### src/rtl/bilinear_interpolator_unit_macros.svh
// ----------------------------------------------------------------------------
// bilinear interpolator assertion macros
// shared property forms for the pipeline checks
// ----------------------------------------------------------------------------
`ifndef BILINEAR_INTERPOLATOR_UNIT_MACROS_SVH
`define BILINEAR_INTERPOLATOR_UNIT_MACROS_SVH

// same-cycle implication
`define BI_ASSERT_IMPL(label, ante, cons) \
  label: assert property (@(posedge clk) disable iff (!rst_n) (ante) |-> (cons)) \
    else $error("bilinear interpolator check failed");

// next-cycle implication
`define BI_ASSERT_NEXT(label, ante, cons) \
  label: assert property (@(posedge clk) disable iff (!rst_n) (ante) |=> (cons)) \
    else $error("bilinear interpolator check failed");

`endif

### src/rtl/bi_pkg.sv
// ----------------------------------------------------------------------------
// bi_pkg
// coordinate widths and types shared by the interpolator pipeline
// ----------------------------------------------------------------------------
package bi_pkg;

  localparam int COORD_W = 16;
  localparam int DIFF_W  = COORD_W + 1;

  typedef logic signed [COORD_W-1:0] coord_t;
  typedef logic signed [DIFF_W-1:0]  diff_t;

endpackage

### src/rtl/bi_prep.sv
// ----------------------------------------------------------------------------
// bi_prep
// first-axis differences and the two row numerator products, two stages
// ----------------------------------------------------------------------------
module bi_prep #(
  parameter int VALUE_WIDTH = 16,
  parameter int NUM_WIDTH   = 34
) (
  input  logic                                clk,
  input  logic                                rst_n,
  input  logic                                in_valid,
  output logic                                in_ready,
  input  bi_pkg::coord_t                      in_query_x,
  input  bi_pkg::coord_t                      in_query_y,
  input  bi_pkg::coord_t                      in_cell_x_low,
  input  bi_pkg::coord_t                      in_cell_x_high,
  input  bi_pkg::coord_t                      in_cell_y_low,
  input  bi_pkg::coord_t                      in_cell_y_high,
  input  logic signed [VALUE_WIDTH-1:0]       in_corner_a_low,
  input  logic signed [VALUE_WIDTH-1:0]       in_corner_a_high,
  input  logic signed [VALUE_WIDTH-1:0]       in_corner_b_low,
  input  logic signed [VALUE_WIDTH-1:0]       in_corner_b_high,
  output logic                                out_valid,
  input  logic                                out_ready,
  output logic [1:0][NUM_WIDTH-1:0]           out_num,
  output bi_pkg::diff_t                       out_span_x,
  output bi_pkg::diff_t                       out_dp_y,
  output bi_pkg::diff_t                       out_span_y,
  output logic [VALUE_WIDTH-1:0]              out_base_a,
  output logic [VALUE_WIDTH-1:0]              out_base_b,
  output logic                                out_zero
);
  import bi_pkg::*;

  logic [1:0] v_r;
  logic [2:0] adv;

  diff_t                        dpx_r, spx_r, dpy_r, spy_r;
  logic signed [VALUE_WIDTH:0]  dqa_r, dqb_r;
  logic [VALUE_WIDTH-1:0]       a0_r, b0_r;
  logic                         zero_r;

  logic [1:0][NUM_WIDTH-1:0]    num_r;
  diff_t                        spx1_r, dpy1_r, spy1_r;
  logic [VALUE_WIDTH-1:0]       a01_r, b01_r;
  logic                         zero1_r;

  logic signed [NUM_WIDTH-1:0]  prod_a, prod_b;

  always_comb begin
    adv[2] = out_ready;
    adv[1] = ~v_r[1] | adv[2];
    adv[0] = ~v_r[0] | adv[1];
  end

  assign in_ready = adv[0];

  always_comb begin
    prod_a = dpx_r * dqa_r;
    prod_b = dpx_r * dqb_r;
  end

  always_ff @(posedge clk) begin
    if (!rst_n) begin
      v_r <= '0;
    end else begin
      if (adv[0]) v_r[0] <= in_valid;
      if (adv[1]) v_r[1] <= v_r[0];
    end
  end

  always_ff @(posedge clk) begin
    if (adv[0]) begin
      dpx_r  <= {in_query_x[COORD_W-1], in_query_x} - {in_cell_x_low[COORD_W-1], in_cell_x_low};
      spx_r  <= {in_cell_x_high[COORD_W-1], in_cell_x_high}
              - {in_cell_x_low[COORD_W-1], in_cell_x_low};
      dpy_r  <= {in_query_y[COORD_W-1], in_query_y} - {in_cell_y_low[COORD_W-1], in_cell_y_low};
      spy_r  <= {in_cell_y_high[COORD_W-1], in_cell_y_high}
              - {in_cell_y_low[COORD_W-1], in_cell_y_low};
      dqa_r  <= {in_corner_a_high[VALUE_WIDTH-1], in_corner_a_high}
              - {in_corner_a_low[VALUE_WIDTH-1], in_corner_a_low};
      dqb_r  <= {in_corner_b_high[VALUE_WIDTH-1], in_corner_b_high}
              - {in_corner_b_low[VALUE_WIDTH-1], in_corner_b_low};
      a0_r   <= in_corner_a_low;
      b0_r   <= in_corner_b_low;
      zero_r <= (in_cell_x_high == in_cell_x_low) || (in_cell_y_high == in_cell_y_low);
    end
    if (adv[1]) begin
      num_r[0] <= prod_a;
      num_r[1] <= prod_b;
      spx1_r   <= spx_r;
      dpy1_r   <= dpy_r;
      spy1_r   <= spy_r;
      a01_r    <= a0_r;
      b01_r    <= b0_r;
      zero1_r  <= zero_r;
    end
  end

  assign out_valid  = v_r[1];
  assign out_num    = num_r;
  assign out_span_x = spx1_r;
  assign out_dp_y   = dpy1_r;
  assign out_span_y = spy1_r;
  assign out_base_a = a01_r;
  assign out_base_b = b01_r;
  assign out_zero   = zero1_r;

endmodule

### config.mk
export PLATFORM = sky130hd
export DESIGN_NAME = bi_prep
export DESIGN_NICKNAME = d
export VERILOG_FILES = /design/src/rtl/bilinear_interpolator_unit_macros.svh /design/src/rtl/bi_pkg.sv /design/src/rtl/bi_prep.sv
export SDC_FILE = /design/constraint.sdc
export NUM_CORES = 2
export LEC_CHECK = 0
export ABC_AREA = 1
export BUFFER_PORTS_ARGS = -buffer_cell sky130_fd_sc_hd__buf_4
export CAP_MARGIN = 10
export CORE_UTILIZATION = 30
export DETAILED_ROUTE_END_ITERATION = 7
export PLACE_DENSITY_LB_ADDON = 0.15
export SETUP_SLACK_MARGIN = 0.05
export SYNTH_ARGS = -nofsm -noshare
export SYNTH_HDL_FRONTEND = slang
export SYNTH_SLANG_ARGS = --single-unit
export TNS_END_PERCENT = 5
### constraint.sdc
create_clock -name clk -period 7.3 [get_ports clk]
set_input_delay 2.19 -clock clk [delete_from_list [all_inputs] [get_ports clk]]
set_output_delay 2.19 -clock clk [all_outputs]
set_load 0.01 [all_outputs]
==> results.cfg <==
[status]
status = complete, but fails checks
violations = DRC

[grt]
grt_pass1_wl_um = 176000
grt_max_degree = 101
grt_pass1_vias = 30000
track_usage = 0.182
globalRouteOverflowTotal = 0
antenna_found_initial = 13

[worst_setup_path]
max_stage_delay_ns = 0.77
cp_max_fo = 24
critPathTopFamily = adder cells
reg2reg_depth = 19
worst_setup_path_end_kind = flop
cp_data_arrival_time_ns = 6.90
cp_num_buf_inv = 5
crit_top_cell = fa_1
r2r_setup_slack_ns = 0.76
reg2reg_to = out_num[57]$_DFFE_PP_
critPathKind = flop to flop
cp.required_ns = 7.66
worst_setup_path_start_kind = flop
crit_path_top_delay_cell = edfxtp_1
r2r_start = dpx_r[11]$_DFFE_PP_
crit_path_cell_trace = buf_4 -> nand2_1 -> fa_1 -> inv_1 -> fa_1 -> fa_1 -> fa_1 -> fa_1 -> inv_1 -> fa_1 -> inv_1 -> ha_1 -> nand2_1 -> nor2_1 -> inv_1 -> nor2_1 -> nand4_1 -> nand4_1 -> nand2_1

[timing]
tns_ns = 0
holdWs_ns = 0.402
fmax_mhz = 153
fin_ws_ns = 0.763
skew_ns = 0.0434
maxSlewHeadroom = 0.291
rsz0062_at_grt = false
post-route-period-util = 0.896
hold_viol_final = 0
worstMarginPinSlew_ns = 1.06
setup_viol = 0
drv_slew = 0
post-route-min-period_ns = 6.54

[detailed_routing]
drt_first_pass_iters = 8
ant_nets = 0
wl_um = 111000
viasPerCell = 4.39
drt_iter0_drc = 1407
drcViolationCount = 32
drt-wirelength-per-cell_um = 17.5
vias = 27800

[clock_tree]
clock_latency_ns = 0.62
cts_max_level = 2
cts_tree = done
cts_root_buf = clkbuf_16
cts.clk_slew.worst_paths_ns = 0.06
cts_setup_buffers = 0
cts_buffers = 39
cts_hold_buffers = 0
cts_max_path_buffers = 3
cts_sinks = 289
postCtsResizedCells = 0

[synth]
ys_types = 37
syn-num-nets = 5407
ys_ff_latch = 289
ys_seq_area_frac = 0.231
synthTopCellsByCount = 1220 x inv_1, 1118 x nand2_1, 598 x fa_1, 287 x edfxtp_1, 266 x ha_1
synth_top_area_frac = 0.320
synth_area_sq_um = 37500
yosys_most_used_dff = edfxtp_1
synth_enable_flop_cells = 287
syn_avg_cell_area_sq_um = 8.55
yosysTopAreaCell = fa_1
ys_warn_count = 0
synth.area.top_cells = fa_1 32%, edfxtp_1 23%, inv_1 12%, nand2_1 11%, ha_1 8.9%
synthArstFlopShare = 0
synthCells = 4379
synth_most_common_cell = inv_1

[hold_path]
worstHoldStart = b0_r[1]$_DFFE_PP_
min_to = out_base_b[1]$_DFFE_PP_
hold_path.class = flop to flop
min_path_cells = 0

[floorplanning]
die_area_sq_um = 126000
ios = 318
die_h_um = 355
num_rows = 129
core-area_sq_um = 124000
die_w_um = 355
start_util = 0.303

[finish]
fillCellCount = 13100
nets = 5688
largest_reg_flops = 68
drive_gt1_frac = 0.0984
area_growth_pct = 15.1

[run]
timing.max_cap.violations = 0

[placement]
place_congestion = 0.901
dp_hpwl_um = 92900
port_buffers = 317
place_worst_setup_slack_ns = 0.844
## logic make-up (layout without fill, tap and decap cells)
| family | Yosys count | in the layout | share of synthesized area |
|---|---|---|---|
| AO/OA/AOI/OAI | 280 | 280 | 0.0407 |
| buffers and inverters | 1357 | 1663 | 0.136 |
| AND/OR/NAND/NOR | 1481 | 1481 | 0.158 |
| flip-flops | 289 | 289 | 0.231 |
| adder cells (fa/ha/maj) | 864 | 864 | 0.408 |
| XOR/XNOR | 108 | 108 | 0.0253 |
| other | 0 | 13 | 0 |
## layer usage
metal | track usage | up-vias | wire length (um)
met3 | 0.0214 | 128 | 4240
met2 | 0.309 | 547 | 53700
li1 | - | 13500 | -
met5 | 0 | - | 0
met1 | 0.239 | 13600 | 49800
met4 | 0.0616 | 0 | 3270
## cell type report
cell class	count	area (sq um)	share of cell area
flip-flops and latches	289	8660	0.201
clock buffers	44	995	0.0231
multi-input cells	2733	23700	0.550
clock inverters	22	234	0.00543
diodes	13	32.5	0.000754
inverters	1223	4590	0.106
repair buffers	374	2830	0.0657
well taps	1637	2050	0.0475
## stage by stage
step,cells,instance area [sq um],util
after floorplan,4379,37500,-
after global placement,6256,41900,0.338
after detailed placement,6256,41900,0.338
after CTS,6322,43100,0.348
after global routing,6334,43100,0.348
final,6335,43100,0.348
## cell usage in the layout, fill, tap and decap left out, drive strengths merged, types with 32 or more instances in the layout
cell    synthesis  final
edfxtp        287    287
nand3         117    117
inv          1223   1228
fa            598    598
o21ai          75     75
a21oi         166    166
ha            266    266
nand2        1121   1121
xor2           94     94
buf             0    374
clkbuf        134     44
nand4          32     32
nor2          161    161
## how the worst max path moves through the flow
stage                                    from               endpoint  slack, ns  cells after the start
after global placement    dpx_r[11]$_DFFE_PP_  out_num[57]$_DFFE_PP_       0.81                     19
final                     dpx_r[11]$_DFFE_PP_  out_num[57]$_DFFE_PP_       0.76                     19
after CTS                 dpx_r[11]$_DFFE_PP_  out_num[57]$_DFFE_PP_       0.79                     19
after floorplan                     out_ready               in_ready       1.05                      2
after detailed placement  dpx_r[11]$_DFFE_PP_  out_num[57]$_DFFE_PP_       0.84                     19
after global routing      dpx_r[11]$_DFFE_PP_  out_num[57]$_DFFE_PP_       0.49                     19
Power is left out: the tool's default activity adds up to more than one toggle a clock period on the data nets, which glitch-free logic cannot reach.
