[src/rtl/bilinear_interpolator_unit_macros.svh]
// ----------------------------------------------------------------------------
// bilinear interpolator assertion macros
// shared property forms for the pipeline checks
// ----------------------------------------------------------------------------
`ifndef BILINEAR_INTERPOLATOR_UNIT_MACROS_SVH
`define BILINEAR_INTERPOLATOR_UNIT_MACROS_SVH

// same-cycle implication
`define BI_ASSERT_IMPL(label, ante, cons) \
  label: assert property (@(posedge clk) disable iff (!rst_n) (ante) |-> (cons)) \
    else $error("bilinear interpolator check failed");

// next-cycle implication
`define BI_ASSERT_NEXT(label, ante, cons) \
  label: assert property (@(posedge clk) disable iff (!rst_n) (ante) |=> (cons)) \
    else $error("bilinear interpolator check failed");

`endif

[src/rtl/bi_pkg.sv]
// ----------------------------------------------------------------------------
// bi_pkg
// coordinate widths and types shared by the interpolator pipeline
// ----------------------------------------------------------------------------
package bi_pkg;

  localparam int COORD_W = 16;
  localparam int DIFF_W  = COORD_W + 1;

  typedef logic signed [COORD_W-1:0] coord_t;
  typedef logic signed [DIFF_W-1:0]  diff_t;

endpackage

[src/rtl/bi_div.sv]
// ----------------------------------------------------------------------------
// bi_div
// pipelined signed divider, one quotient bit per stage, truncating to zero
// ----------------------------------------------------------------------------
`include "bilinear_interpolator_unit_macros.svh"

module bi_div #(
  parameter int VALUE_WIDTH = 16,
  parameter int NUM_WIDTH   = 34,
  parameter int LANES       = 1,
  parameter int SIDE_WIDTH  = 1
) (
  input  logic                                  clk,
  input  logic                                  rst_n,
  input  logic                                  in_valid,
  output logic                                  in_ready,
  input  logic [LANES-1:0][NUM_WIDTH-1:0]       in_num,
  input  bi_pkg::diff_t                         in_den,
  input  logic [SIDE_WIDTH-1:0]                 in_side,
  output logic                                  out_valid,
  input  logic                                  out_ready,
  output logic [LANES-1:0][VALUE_WIDTH-1:0]     out_quot,
  output logic [SIDE_WIDTH-1:0]                 out_side
);
  import bi_pkg::*;

  localparam int STAGES = NUM_WIDTH + 2;
  localparam int LAST   = STAGES - 1;

  logic [STAGES-1:0]               v_r;
  logic [STAGES:0]                 adv;
  logic [DIFF_W-1:0]               den_r  [NUM_WIDTH+1];
  logic [DIFF_W-1:0]               rem_r  [NUM_WIDTH+1][LANES];
  logic [NUM_WIDTH-1:0]            nq_r   [NUM_WIDTH+1][LANES];
  logic                            sg_r   [NUM_WIDTH+1][LANES];
  logic [SIDE_WIDTH-1:0]           side_r [STAGES];
  logic [LANES-1:0][VALUE_WIDTH-1:0] quot_r;

  logic [DIFF_W-1:0]               rem_nxt [NUM_WIDTH][LANES];
  logic [NUM_WIDTH-1:0]            nq_nxt  [NUM_WIDTH][LANES];
  logic [NUM_WIDTH-1:0]            num_mag [LANES];
  logic [DIFF_W-1:0]               den_mag;

  always_comb begin
    adv[STAGES] = out_ready;
    for (int k = STAGES - 1; k >= 0; k--) begin
      adv[k] = ~v_r[k] | adv[k+1];
    end
  end

  assign in_ready  = adv[0];
  assign out_valid = v_r[LAST];
  assign out_quot  = quot_r;
  assign out_side  = side_r[LAST];

  always_comb begin
    den_mag = in_den[DIFF_W-1] ? (~in_den + 1'b1) : in_den;
    for (int l = 0; l < LANES; l++) begin
      num_mag[l] = in_num[l][NUM_WIDTH-1] ? (~in_num[l] + 1'b1) : in_num[l];
    end
  end

  always_comb begin : div_step
    logic [DIFF_W:0] tmp;
    logic [DIFF_W:0] dif;
    logic            ge;
    for (int k = 0; k < NUM_WIDTH; k++) begin
      for (int l = 0; l < LANES; l++) begin
        tmp = {rem_r[k][l], nq_r[k][l][NUM_WIDTH-1]};
        dif = tmp - {1'b0, den_r[k]};
        ge  = (tmp >= {1'b0, den_r[k]});
        rem_nxt[k][l] = ge ? dif[DIFF_W-1:0] : tmp[DIFF_W-1:0];
        nq_nxt[k][l]  = {nq_r[k][l][NUM_WIDTH-2:0], ge};
      end
    end
  end

  always_ff @(posedge clk) begin
    if (!rst_n) begin
      v_r <= '0;
    end else begin
      if (adv[0]) v_r[0] <= in_valid;
      for (int k = 1; k < STAGES; k++) begin
        if (adv[k]) v_r[k] <= v_r[k-1];
      end
    end
  end

  always_ff @(posedge clk) begin
    if (adv[0]) begin
      den_r[0]  <= den_mag;
      side_r[0] <= in_side;
      for (int l = 0; l < LANES; l++) begin
        rem_r[0][l] <= '0;
        nq_r[0][l]  <= num_mag[l];
        sg_r[0][l]  <= in_num[l][NUM_WIDTH-1] ^ in_den[DIFF_W-1];
      end
    end
    for (int k = 1; k <= NUM_WIDTH; k++) begin
      if (adv[k]) begin
        den_r[k]  <= den_r[k-1];
        side_r[k] <= side_r[k-1];
        for (int l = 0; l < LANES; l++) begin
          rem_r[k][l] <= rem_nxt[k-1][l];
          nq_r[k][l]  <= nq_nxt[k-1][l];
          sg_r[k][l]  <= sg_r[k-1][l];
        end
      end
    end
    if (adv[LAST]) begin
      side_r[LAST] <= side_r[LAST-1];
      for (int l = 0; l < LANES; l++) begin
        quot_r[l] <= sg_r[NUM_WIDTH][l] ? (~nq_r[NUM_WIDTH][l][VALUE_WIDTH-1:0] + 1'b1)
                                        : nq_r[NUM_WIDTH][l][VALUE_WIDTH-1:0];
      end
    end
  end

  `BI_ASSERT_IMPL(a_rem_below_den, v_r[NUM_WIDTH] && (den_r[NUM_WIDTH] != '0), rem_r[NUM_WIDTH][0] < den_r[NUM_WIDTH])
  `BI_ASSERT_NEXT(a_out_held, v_r[LAST] && !out_ready, v_r[LAST])
  `BI_ASSERT_NEXT(a_stage_frozen, v_r[1] && !adv[1], $stable(side_r[1]) && v_r[1])

endmodule

[config.mk]
export PLATFORM = sky130hd
export DESIGN_NAME = bi_div
export DESIGN_NICKNAME = d
export VERILOG_FILES = /design/src/rtl/bi_pkg.sv /design/src/rtl/bi_div.sv
export VERILOG_INCLUDE_DIRS = /design/src /design/src/rtl
export SDC_FILE = /design/constraint.sdc
export NUM_CORES = 2
export LEC_CHECK = 0
export ABC_AREA = 1
export BUFFER_PORTS_ARGS = -buffer_cell sky130_fd_sc_hd__buf_4
export CORE_UTILIZATION = 61
export DETAILED_ROUTE_END_ITERATION = 16
export GPL_TIMING_DRIVEN = 0
export PLACE_DENSITY = 0.8
export SLEW_MARGIN = 20
export SYNTH_ARGS = -nofsm -noshare
export SYNTH_HDL_FRONTEND = slang
export SYNTH_SLANG_ARGS = --single-unit
[constraint.sdc]
create_clock -name clk -period 37.8 [get_ports clk]
set_input_delay 5.67 -clock clk [delete_from_list [all_inputs] [get_ports clk]]
set_output_delay 5.67 -clock clk [all_outputs]
set_load 0.02 [all_outputs]
==> reports/summary.txt <==
Non-filler cells in the finished layout: 9646
First-pass GRT wire length: 287100 µm
WL per Instance: 18.64 µm
Remaining Overflow, GRT: 0
Most frequent cells in the layout: edfxtp_1, a21oi_1, inv_1
Final setup vio count: 0
Sw frac: 0.3366
Largest net degree at the start of global routing: 68
Yosys top cell area share: 0.6499
Crit path launch type: input pin
Least-Margin Pin Slew: 1.059 ns
Worst EP required: 32.13 ns
RSZ-0062 raised after global routing: false
Maximum clock path buffer count: 3
Pint: 5384 µW
Via count: 54392
HP Class: register to register
Crit share post-route: 0.5472
Total Neg Setup Slack: 0 ns
CTS root buf: clkbuf_16
Dpl ws: 13.88 ns
First-pass iteration count of the detailed router: 7
Mapped Area: 90430 µm²
Core area: 146400 µm²
Final Hold Fails: 0
Slew HR: 0.2941
Layout area overhead: 11.54%
Die ar.: 149800 µm²
Arr. time, crit path: 15.02 ns
Post-layout util: 0.6888
Critical Path Sink Type: primary output
Total GRT Usage: 0.2406
Fillers: 9828
Number of enable flip-flop cells after synthesis: 1957
Post-route setup slack: 17.11 ns
Clock share of power: 0.250
Post-synth ARST share: 0
Starting Density: 0.6175
Die width: 387.0 µm
Min Tclk post-route: 20.69 ns
N_diodes: 0
Total power draw: 8115 µW
Starting DRT DRC Count: 4265
Die Span Y: 387.0 µm
Crit path kind: input pin to primary output
Sequential power share: 0.424
Most common cell after layout, fill and taps aside: edfxtp_1
Nets@finish: 8209
Count of clock tree sinks: 1993
Post-CTS setup repair buffer count: 0
Final HPWL DP: 126800 µm
Synthesized netlist cell count: 7260
FP Rows: 140
Multi-input gate area: 26920 µm²
Combinational Power Share: 0.326
Inst Count DP: 9272
Layout cell share with drive strength beyond 1: 0.06133
Post-synth top area cell: edfxtp_1
Via-to-Cell Ratio: 5.639
Register area share after synthesis: 0.6579
Max Slew Vio Count: 0
F_max: 0.04834 GHz
Pwr Density: 80.46 nW/µm²
Max VDD drop: 0.05198 mV
CTS buffer count: 194
CP max FO: 55
Vias in the first global route: 54975
Number of library cell types mapped by synthesis: 51
Post-Syn Area per Cell: 12.46 µm²
CTS H-tree lvls: 4
TritonCTS clock tree: built
FF+latch count, synth: 1993
Synth Warn #: 0
Final wirelength: 179800 µm
Final ANT Viol Nets: 0
Ys flop type: edfxtp_1
Static leakage: 0.04197 µW
I/O Buffers: 74
Clock Latency Late Sink: 0.84 ns
Skew final: 0.07855 ns
I/O Pins: 75
Post-cts sizing count: 0
Top cells by area, synth: edfxtp_1, ha_1, a21oi_1
# DRC: 0
Status: finished clean
Reg area: 59490 µm²
Antenna violations before repair: 2
Final Wtd Congestion: 0.9213
Switching power: 2732 µW
Syn_nets: 7914
Clk slew on worst S/H paths: 0.06 ns
MaxCap Viol Count: 0
Post-CTS Hold Buffers: 0
-- logic make-up after synthesis --
kind of cell	synth area share
AOI/OAI and AO/OA	0.09047
adders and majority gates	0.08540
and+or+nand+nor	0.07055
xor gates and xnor gates	0.04746
DFF	0.6579
muxes	0.002242
buffers and inverters	0.04602
-- power groups by stage --
stage          registers, µW  clock network (µW)  logic [µW]
2_1_floorplan           3350                   0        2000
3_3_place_gp            3460                   0        2490
3_5_place_dp            3480                   0        2570
4_1_cts                 3450                2060        2610
5_1_grt                 3490                2140        2960
6_report                3440                2030        2640
-- stage by stage --
step | hold WS, ns | cell area [µm²]
after floorplan | 0.4003 | 90430
after global placement | 0.4004 | 93380
after detailed placement | 0.4045 | 94010
after CTS | 0.3735 | 100800
after global routing | 0.3838 | 100900
final | 0.3788 | 100900
-- area by class of cell --
class                   instances  area share
plain buffers                 105    0.003920
clock buffers                 232     0.05045
inverters                    1000     0.03745
clock inverters               138     0.01667
flip-flops and latches       1993      0.5898
multi-input cells            4162      0.2669
repair buffers                 99     0.01107
well taps                    1917     0.02378
-- synth_stat cells (all sizes together), types with 3 or more instances --
library cell / number
o21ai: 297
inv: 997
nand3b: 3
mux2: 18
o221ai: 15
ha: 566
xor2: 282
nand2: 507
o41ai: 5
nor2: 804
a21oi: 1022
a211oi: 5
buf: 10
o211ai: 15
o21bai: 30
and2: 3
xnor2: 208
nand4: 51
nor4: 35
fa: 32
a31oi: 15
o21a: 68
nand3: 62
nor3: 61
a311oi: 9
nor3b: 4
dfxtp: 36
a21o: 12
o31ai: 18
edfxtp: 1957
a32o: 3
clkbuf: 95
-- critical path, stage by stage --
cell and delay, ns:
buf_4 0.10, inv_1 0.13, nand4_4 0.72, nor3_4 0.50
nand4_4 0.41, nor2_4 0.38, nand4_4 0.82, nor2_4 0.58
nand4_4 0.42, nor2_4 0.37, nand4_4 0.40, nor2_4 0.41
nand4_4 0.43, nor2_4 0.41, nand4_4 0.52, nor2_4 0.46
nand4_4 0.52, nor2_8 0.39, nand4_4 0.79, buf_4 0.48
-- final timing paths --
path / slack (ns) / end / start / cells after the start
worst max-delay path: 17.11 / in_ready / out_ready / 20
worst min-delay path: 0.38 / nq_r[34][15]$_DFFE_PP_ / nq_r[33][14]$_DFFE_PP_ / 0
worst max register to register: 28.09 / den_r[0][8]$_DFFE_PP_ / v_r[35]$_SDFFE_PN0P_ / 17
worst min register to register: 0.38 / nq_r[34][15]$_DFFE_PP_ / nq_r[33][14]$_DFFE_PP_ / 0
-- metal layers --
layer	vias up	track usage	wire length, µm
met2	1614	0.4233	90690
li1	26216	-	-
met4	0	0.08326	5799
met1	26155	0.3073	74820
met5	-	0	0
met3	407	0.03158	8494
-- flip-flops by register name, indices dropped and copies added (netlist names) --
register  count
v_r          36
nq_r        731
side_r       36
rem_r       561
den_r       578
out_quot     16
sg_r         35
Power figures use the tool's default switching activity.
