--- src/rtl/bilinear_interpolator_unit_macros.svh ---
// ----------------------------------------------------------------------------
// bilinear interpolator assertion macros
// shared property forms for the pipeline checks
// ----------------------------------------------------------------------------
`ifndef BILINEAR_INTERPOLATOR_UNIT_MACROS_SVH
`define BILINEAR_INTERPOLATOR_UNIT_MACROS_SVH

// same-cycle implication
`define BI_ASSERT_IMPL(label, ante, cons) \
  label: assert property (@(posedge clk) disable iff (!rst_n) (ante) |-> (cons)) \
    else $error("bilinear interpolator check failed");

// next-cycle implication
`define BI_ASSERT_NEXT(label, ante, cons) \
  label: assert property (@(posedge clk) disable iff (!rst_n) (ante) |=> (cons)) \
    else $error("bilinear interpolator check failed");

`endif

--- src/rtl/bi_pkg.sv ---
// ----------------------------------------------------------------------------
// bi_pkg
// coordinate widths and types shared by the interpolator pipeline
// ----------------------------------------------------------------------------
package bi_pkg;

  localparam int COORD_W = 16;
  localparam int DIFF_W  = COORD_W + 1;

  typedef logic signed [COORD_W-1:0] coord_t;
  typedef logic signed [DIFF_W-1:0]  diff_t;

endpackage

--- src/rtl/bi_ymul.sv ---
// ----------------------------------------------------------------------------
// bi_ymul
// row midpoints, their difference and the second-axis numerator, three stages
// ----------------------------------------------------------------------------
module bi_ymul #(
  parameter int VALUE_WIDTH = 16,
  parameter int NUM_WIDTH   = 34
) (
  input  logic                              clk,
  input  logic                              rst_n,
  input  logic                              in_valid,
  output logic                              in_ready,
  input  logic [1:0][VALUE_WIDTH-1:0]       in_quot,
  input  logic [VALUE_WIDTH-1:0]            in_base_a,
  input  logic [VALUE_WIDTH-1:0]            in_base_b,
  input  bi_pkg::diff_t                     in_dp_y,
  input  bi_pkg::diff_t                     in_span_y,
  input  logic                              in_zero,
  output logic                              out_valid,
  input  logic                              out_ready,
  output logic [NUM_WIDTH-1:0]              out_num,
  output bi_pkg::diff_t                     out_span_y,
  output logic [VALUE_WIDTH-1:0]            out_mid_a,
  output logic                              out_zero
);
  import bi_pkg::*;

  logic [2:0] v_r;
  logic [3:0] adv;

  logic [VALUE_WIDTH-1:0]       mida_r, midb_r;
  diff_t                        dpy_r, spy_r;
  logic                         zero_r;

  logic signed [VALUE_WIDTH:0]  dm_r;
  logic [VALUE_WIDTH-1:0]       mida1_r;
  diff_t                        dpy1_r, spy1_r;
  logic                         zero1_r;

  logic signed [NUM_WIDTH-1:0]  num_r;
  logic [VALUE_WIDTH-1:0]       mida2_r;
  diff_t                        spy2_r;
  logic                         zero2_r;

  always_comb begin
    adv[3] = out_ready;
    for (int k = 2; k >= 0; k--) begin
      adv[k] = ~v_r[k] | adv[k+1];
    end
  end

  assign in_ready = adv[0];

  always_ff @(posedge clk) begin
    if (!rst_n) begin
      v_r <= '0;
    end else begin
      if (adv[0]) v_r[0] <= in_valid;
      if (adv[1]) v_r[1] <= v_r[0];
      if (adv[2]) v_r[2] <= v_r[1];
    end
  end

  always_ff @(posedge clk) begin
    if (adv[0]) begin
      mida_r <= in_base_a + in_quot[0];
      midb_r <= in_base_b + in_quot[1];
      dpy_r  <= in_dp_y;
      spy_r  <= in_span_y;
      zero_r <= in_zero;
    end
    if (adv[1]) begin
      dm_r    <= {midb_r[VALUE_WIDTH-1], midb_r} - {mida_r[VALUE_WIDTH-1], mida_r};
      mida1_r <= mida_r;
      dpy1_r  <= dpy_r;
      spy1_r  <= spy_r;
      zero1_r <= zero_r;
    end
    if (adv[2]) begin
      num_r   <= dpy1_r * dm_r;
      mida2_r <= mida1_r;
      spy2_r  <= spy1_r;
      zero2_r <= zero1_r;
    end
  end

  assign out_valid  = v_r[2];
  assign out_num    = num_r;
  assign out_span_y = spy2_r;
  assign out_mid_a  = mida2_r;
  assign out_zero   = zero2_r;

endmodule

--- config.mk ---
export PLATFORM = sky130hd
export DESIGN_NAME = bi_ymul
export DESIGN_NICKNAME = d
export VERILOG_FILES = /design/src/rtl/bilinear_interpolator_unit_macros.svh /design/src/rtl/bi_pkg.sv /design/src/rtl/bi_ymul.sv
export SDC_FILE = /design/constraint.sdc
export NUM_CORES = 1
export LEC_CHECK = 0
export BUFFER_PORTS_ARGS = -buffer_cell sky130_fd_sc_hd__buf_2
export CAP_MARGIN = 20
export CORE_AREA = 2 2 222 224
export CTS_CLUSTER_SIZE = 24
export DETAILED_ROUTE_END_ITERATION = 16
export DIE_AREA = 0 0 224 226
export SETUP_SLACK_MARGIN = 0.1
export SLEW_MARGIN = 20
export SYNTH_ARGS = -nofsm -noshare
export SYNTH_HDL_FRONTEND = slang
export SYNTH_SLANG_ARGS = --single-unit
--- constraint.sdc ---
create_clock -name clk -period 9.6 [get_ports clk]
set_clock_uncertainty 0.1 [all_clocks]
set_input_delay 0.96 -clock clk [delete_from_list [all_inputs] [get_ports clk]]
set_output_delay 0.96 -clock clk [all_outputs]
set_load 0.01 [all_outputs]
==> results list <==
- Post-CTS repair changed the size of 0 cells.
- Outcome: complete, no violations
* Syn_area_per_cell: 11.38 um2
- Final Hold Vio Count: 0
- The number of antenna diodes in the final layout is 0.
- DIE WIDTH: 224 um
* Routed vias: 11,940
- Number of standard cells after synthesis: 1,673
- Unrepaired setup endpoints after global routing: false
* Setup crit end kind: flop
- Hold_buf cts: 0
- Buffers added on ports: 172
- Fraction of registers with async set or reset after synthesis: 0
- Largest buffer count on any clock path: 3
* Register clock-pin slew on the reported worst setup and hold paths: 0.06 ns
- Worst Max-Slew Pin Slew: 1.009 ns
- Total gr overflow: 0
* Placer Congestion: 0.8493
- Top FF cell, synth: sky130_fd_sc_hd__edfxtp_1
- The path with the worst hold slack has its endpoint at spy1_r[16].
* Min-delay src: spy_r[16]
* Setup bufs post-CTS: 0
- The synthesized design contains 203 enable-type register cells.
- Worst slew margin relative to its limit: 0.3271
- The area fraction in compound gates after synthesis is 0.05131.
- Number of buffers added by the clock tree synthesis step: 23
- HPWL after detailed placement: 31,890 um
* Clock tree from TritonCTS: done
- The critical path is of the reg -> reg type.
* Critical path startpoint category: flop
- Of the total synthesized cell area, the portion taken by full adders, half adders and majority gates is 0.4003.
* Average vias per placed instance: 4.822
* Synth top area cells: sky130_fd_sc_hd__edfxtp_1 32%, sky130_fd_sc_hd__fa_1 31%, sky130_fd_sc_hd__ha_1 8.6%
* Final worst-path cycle share: 0.7464
* Antenna-violating nets left: 0
- Data arrival time of the critical path: 7.34 ns
- The share of the Yosys chip area taken by registers is 0.3232.
* Number of antenna violations at the first check in global routing: 0
* Simple-gate share of the synthesized area: 0.1183
- Area of the core: 48,340 um2
- Number of DRC markers in iteration 0: 580
* Global-route usage over all layers: 0.1710
* Die extent in y: 226 um
- Die area: 50,620 um2
* Number of distinct library cells after synthesis: 51
- Effective utilization at floorplan: 0.3940
- DRT Wirelength: 40,680 um
* Post-synthesis cell type with the largest combined area: sky130_fd_sc_hd__edfxtp_1
- Summed over all failing endpoints, the final setup total negative slack is 0 ns.
- After the flow finishes, the layout carries non-filler instances totaling 2,477.
- H-Tree Depth: 1
- Critical-path maximum fanout: 17
- Setup slack on the worst reg-to-reg path comes out at 2.43 ns.
* First-pass detailed-route iteration total: 7
- In this run the critical register-to-register path is launched from dm_r[2].
- Period minus WS final: 7.165 ns
* DRC errors left: 0
- Of the total synthesized cell area, the portion taken by XOR and XNOR cells is 0.03311.
- The first global-routing pass estimated 68,420 um of wire.
* Post-layout util: 0.4421
* Net count after synthesis: 2,206
* Avg WL per Cell: 16.42 um
* Combinational family with the most area after synthesis: adder cells
- The worst hold path passes through 0 cells.
- Root Driver: sky130_fd_sc_hd__clkbuf_16
* Number of global-route vias before repair: 13,310
* Multiplexer fraction of the synthesized cell area: 0
* Final slew viol count: 0
- Yosys synthesis warning count: 0
* Sinks on the clock net: 206
* Area added between synthesis and finish: 12.21%
- In this run the count of I/O pins placed on the die edge is 173.
- In this run the worst hold path is classified as reg -> reg.
- Entering global routing, the biggest net connects 70 pins.
* Final nets: 2,372
- Of the cells placed in the final design, the portion with a size suffix greater than 1 is 0.1186.
- Endpoint of the worst register-to-register path: out_num[32]
- Number of cell rows: 81
* Number of cells on the worst reg-to-reg path: 19
* Portion of synthesized cell area occupied by the leading cell type: 0.3201
- Count of maximum capacitance violations: 0
- In this run, synthesis produced a sequential element count of 206.
- The synthesized netlist occupies a cell area of 19,050 um2.
* Required time worst endpoint: 9.77 ns
- Timing would allow up to 139.6 MHz.
- Setup violation total in the final timing report: 0
- Including well taps, the total number of placed cells is 2,435.
- Worst-Skew Late Latency: 0.55 ns
## flip-flops by register name (all words and copies together), names as in the netlist
signal      cells
v_r             3
zero1_r         1
mida_r         16
spy1_r         17
dm_r           17
out_zero        1
out_num        34
spy_r          17
dpy1_r         17
out_span_y     17
mida1_r        16
midb_r         16
zero_r          1
dpy_r          17
out_mid_a      16
## cell usage in the layout (no fill, tap or decap), types with 17 or more instances in the layout
cell | netlist | final
sky130_fd_sc_hd__inv_1 | 340 | 339
sky130_fd_sc_hd__fa_1 | 299 | 299
sky130_fd_sc_hd__edfxtp_1 | 203 | 203
sky130_fd_sc_hd__buf_2 | 0 | 172
sky130_fd_sc_hd__and2_1 | 151 | 151
sky130_fd_sc_hd__nand2_1 | 150 | 149
sky130_fd_sc_hd__ha_1 | 131 | 131
sky130_fd_sc_hd__nor2_1 | 64 | 64
sky130_fd_sc_hd__xnor2_1 | 55 | 55
sky130_fd_sc_hd__a21oi_1 | 46 | 46
sky130_fd_sc_hd__clkbuf_16 | 0 | 23
sky130_fd_sc_hd__nor3_1 | 20 | 20
sky130_fd_sc_hd__xor2_1 | 17 | 17
## worst max-delay path by stage
stage	startpoint	to	slack [ns]
after floorplan	dm_r[8]	out_num[33]	3.38
after global placement	dm_r[2]	out_num[32]	2.53
after detailed placement	dm_r[2]	out_num[32]	2.45
after CTS	dm_r[2]	out_num[32]	2.41
after global routing	dm_r[2]	out_num[32]	1.95
final	dm_r[2]	out_num[32]	2.43
## through the flow
step	setup WS (ns)	area (um2)	hold slack [ns]
after floorplan	3.383	19050	0.3003
after global placement	2.530	20590	0.3004
after detailed placement	2.452	20590	0.3045
after CTS	2.413	21350	0.3156
after global routing	1.949	21370	0.3251
final	2.435	21370	0.3142
## cell type report
type	instances	area (um2)
Clock inverter	16	177.7
Sequential cell	206	6156
Timing Repair Buffer	174	888.4
Tap cell	622	778.2
Fill cell	4494	26970
Inverter	341	1281
Clock buffer	25	583.1
Multi-Input combinational cell	1093	11510
## cells in the mapped netlist, types with 4 or more instances
cell type	count
sky130_fd_sc_hd__inv_1	340
sky130_fd_sc_hd__fa_1	299
sky130_fd_sc_hd__edfxtp_1	203
sky130_fd_sc_hd__and2_1	151
sky130_fd_sc_hd__nand2_1	150
sky130_fd_sc_hd__ha_1	131
sky130_fd_sc_hd__nor2_1	64
sky130_fd_sc_hd__xnor2_1	55
sky130_fd_sc_hd__a21oi_1	46
sky130_fd_sc_hd__clkbuf_1	33
sky130_fd_sc_hd__nor3_1	20
sky130_fd_sc_hd__xor2_1	17
sky130_fd_sc_hd__o21ai_0	16
sky130_fd_sc_hd__o21a_1	15
sky130_fd_sc_hd__nand2b_1	14
sky130_fd_sc_hd__nor2b_1	12
sky130_fd_sc_hd__nand3_1	11
sky130_fd_sc_hd__o21ai_1	10
sky130_fd_sc_hd__a21o_1	8
sky130_fd_sc_hd__o31ai_1	8
sky130_fd_sc_hd__a211oi_1	6
sky130_fd_sc_hd__and3_1	5
sky130_fd_sc_hd__nor4_1	5
sky130_fd_sc_hd__o21bai_1	5
sky130_fd_sc_hd__or3_1	5
sky130_fd_sc_hd__a2111oi_0	4
## per-layer routing
layer / GRT usage / vias to the layer above / share of wire
met5: 0 / - / 0
met4: 0.05140 / 0 / 0.027
met3: 0.02498 / 61 / 0.044
met2: 0.3034 / 259 / 0.50
met1: 0.2165 / 5994 / 0.43
li1: - / 5629 / -
## cells by family (layout without fill, tap and decap cells)
logic type	Yosys count	after routing
simple gates	448	448
compound gates	143	143
buf+inv	374	556
flops	206	206
fa+ha+maj	430	430
xor+xnor	72	72
## worst max-delay path: stages, from the launching register on
cell and delay, ns:
sky130_fd_sc_hd__edfxtp_1 0.86, sky130_fd_sc_hd__nand2_1 0.19, sky130_fd_sc_hd__fa_1 0.56, sky130_fd_sc_hd__fa_1 0.57, sky130_fd_sc_hd__inv_1 0.06, sky130_fd_sc_hd__fa_1 0.50, sky130_fd_sc_hd__fa_1 0.52, sky130_fd_sc_hd__fa_1 0.50
sky130_fd_sc_hd__inv_1 0.05, sky130_fd_sc_hd__fa_1 0.47, sky130_fd_sc_hd__inv_1 0.04, sky130_fd_sc_hd__ha_1 0.34, sky130_fd_sc_hd__nand2_1 0.11, sky130_fd_sc_hd__nor4_1 0.26, sky130_fd_sc_hd__o31ai_1 0.23, sky130_fd_sc_hd__a21oi_1 0.37
sky130_fd_sc_hd__o31a_1 0.31, sky130_fd_sc_hd__o21ai_1 0.16, sky130_fd_sc_hd__o31ai_1 0.52, sky130_fd_sc_hd__o311ai_1 0.19
Power is left out: the tool's default activity adds up to more than one toggle a clock period on the data nets, which glitch-free logic cannot reach.
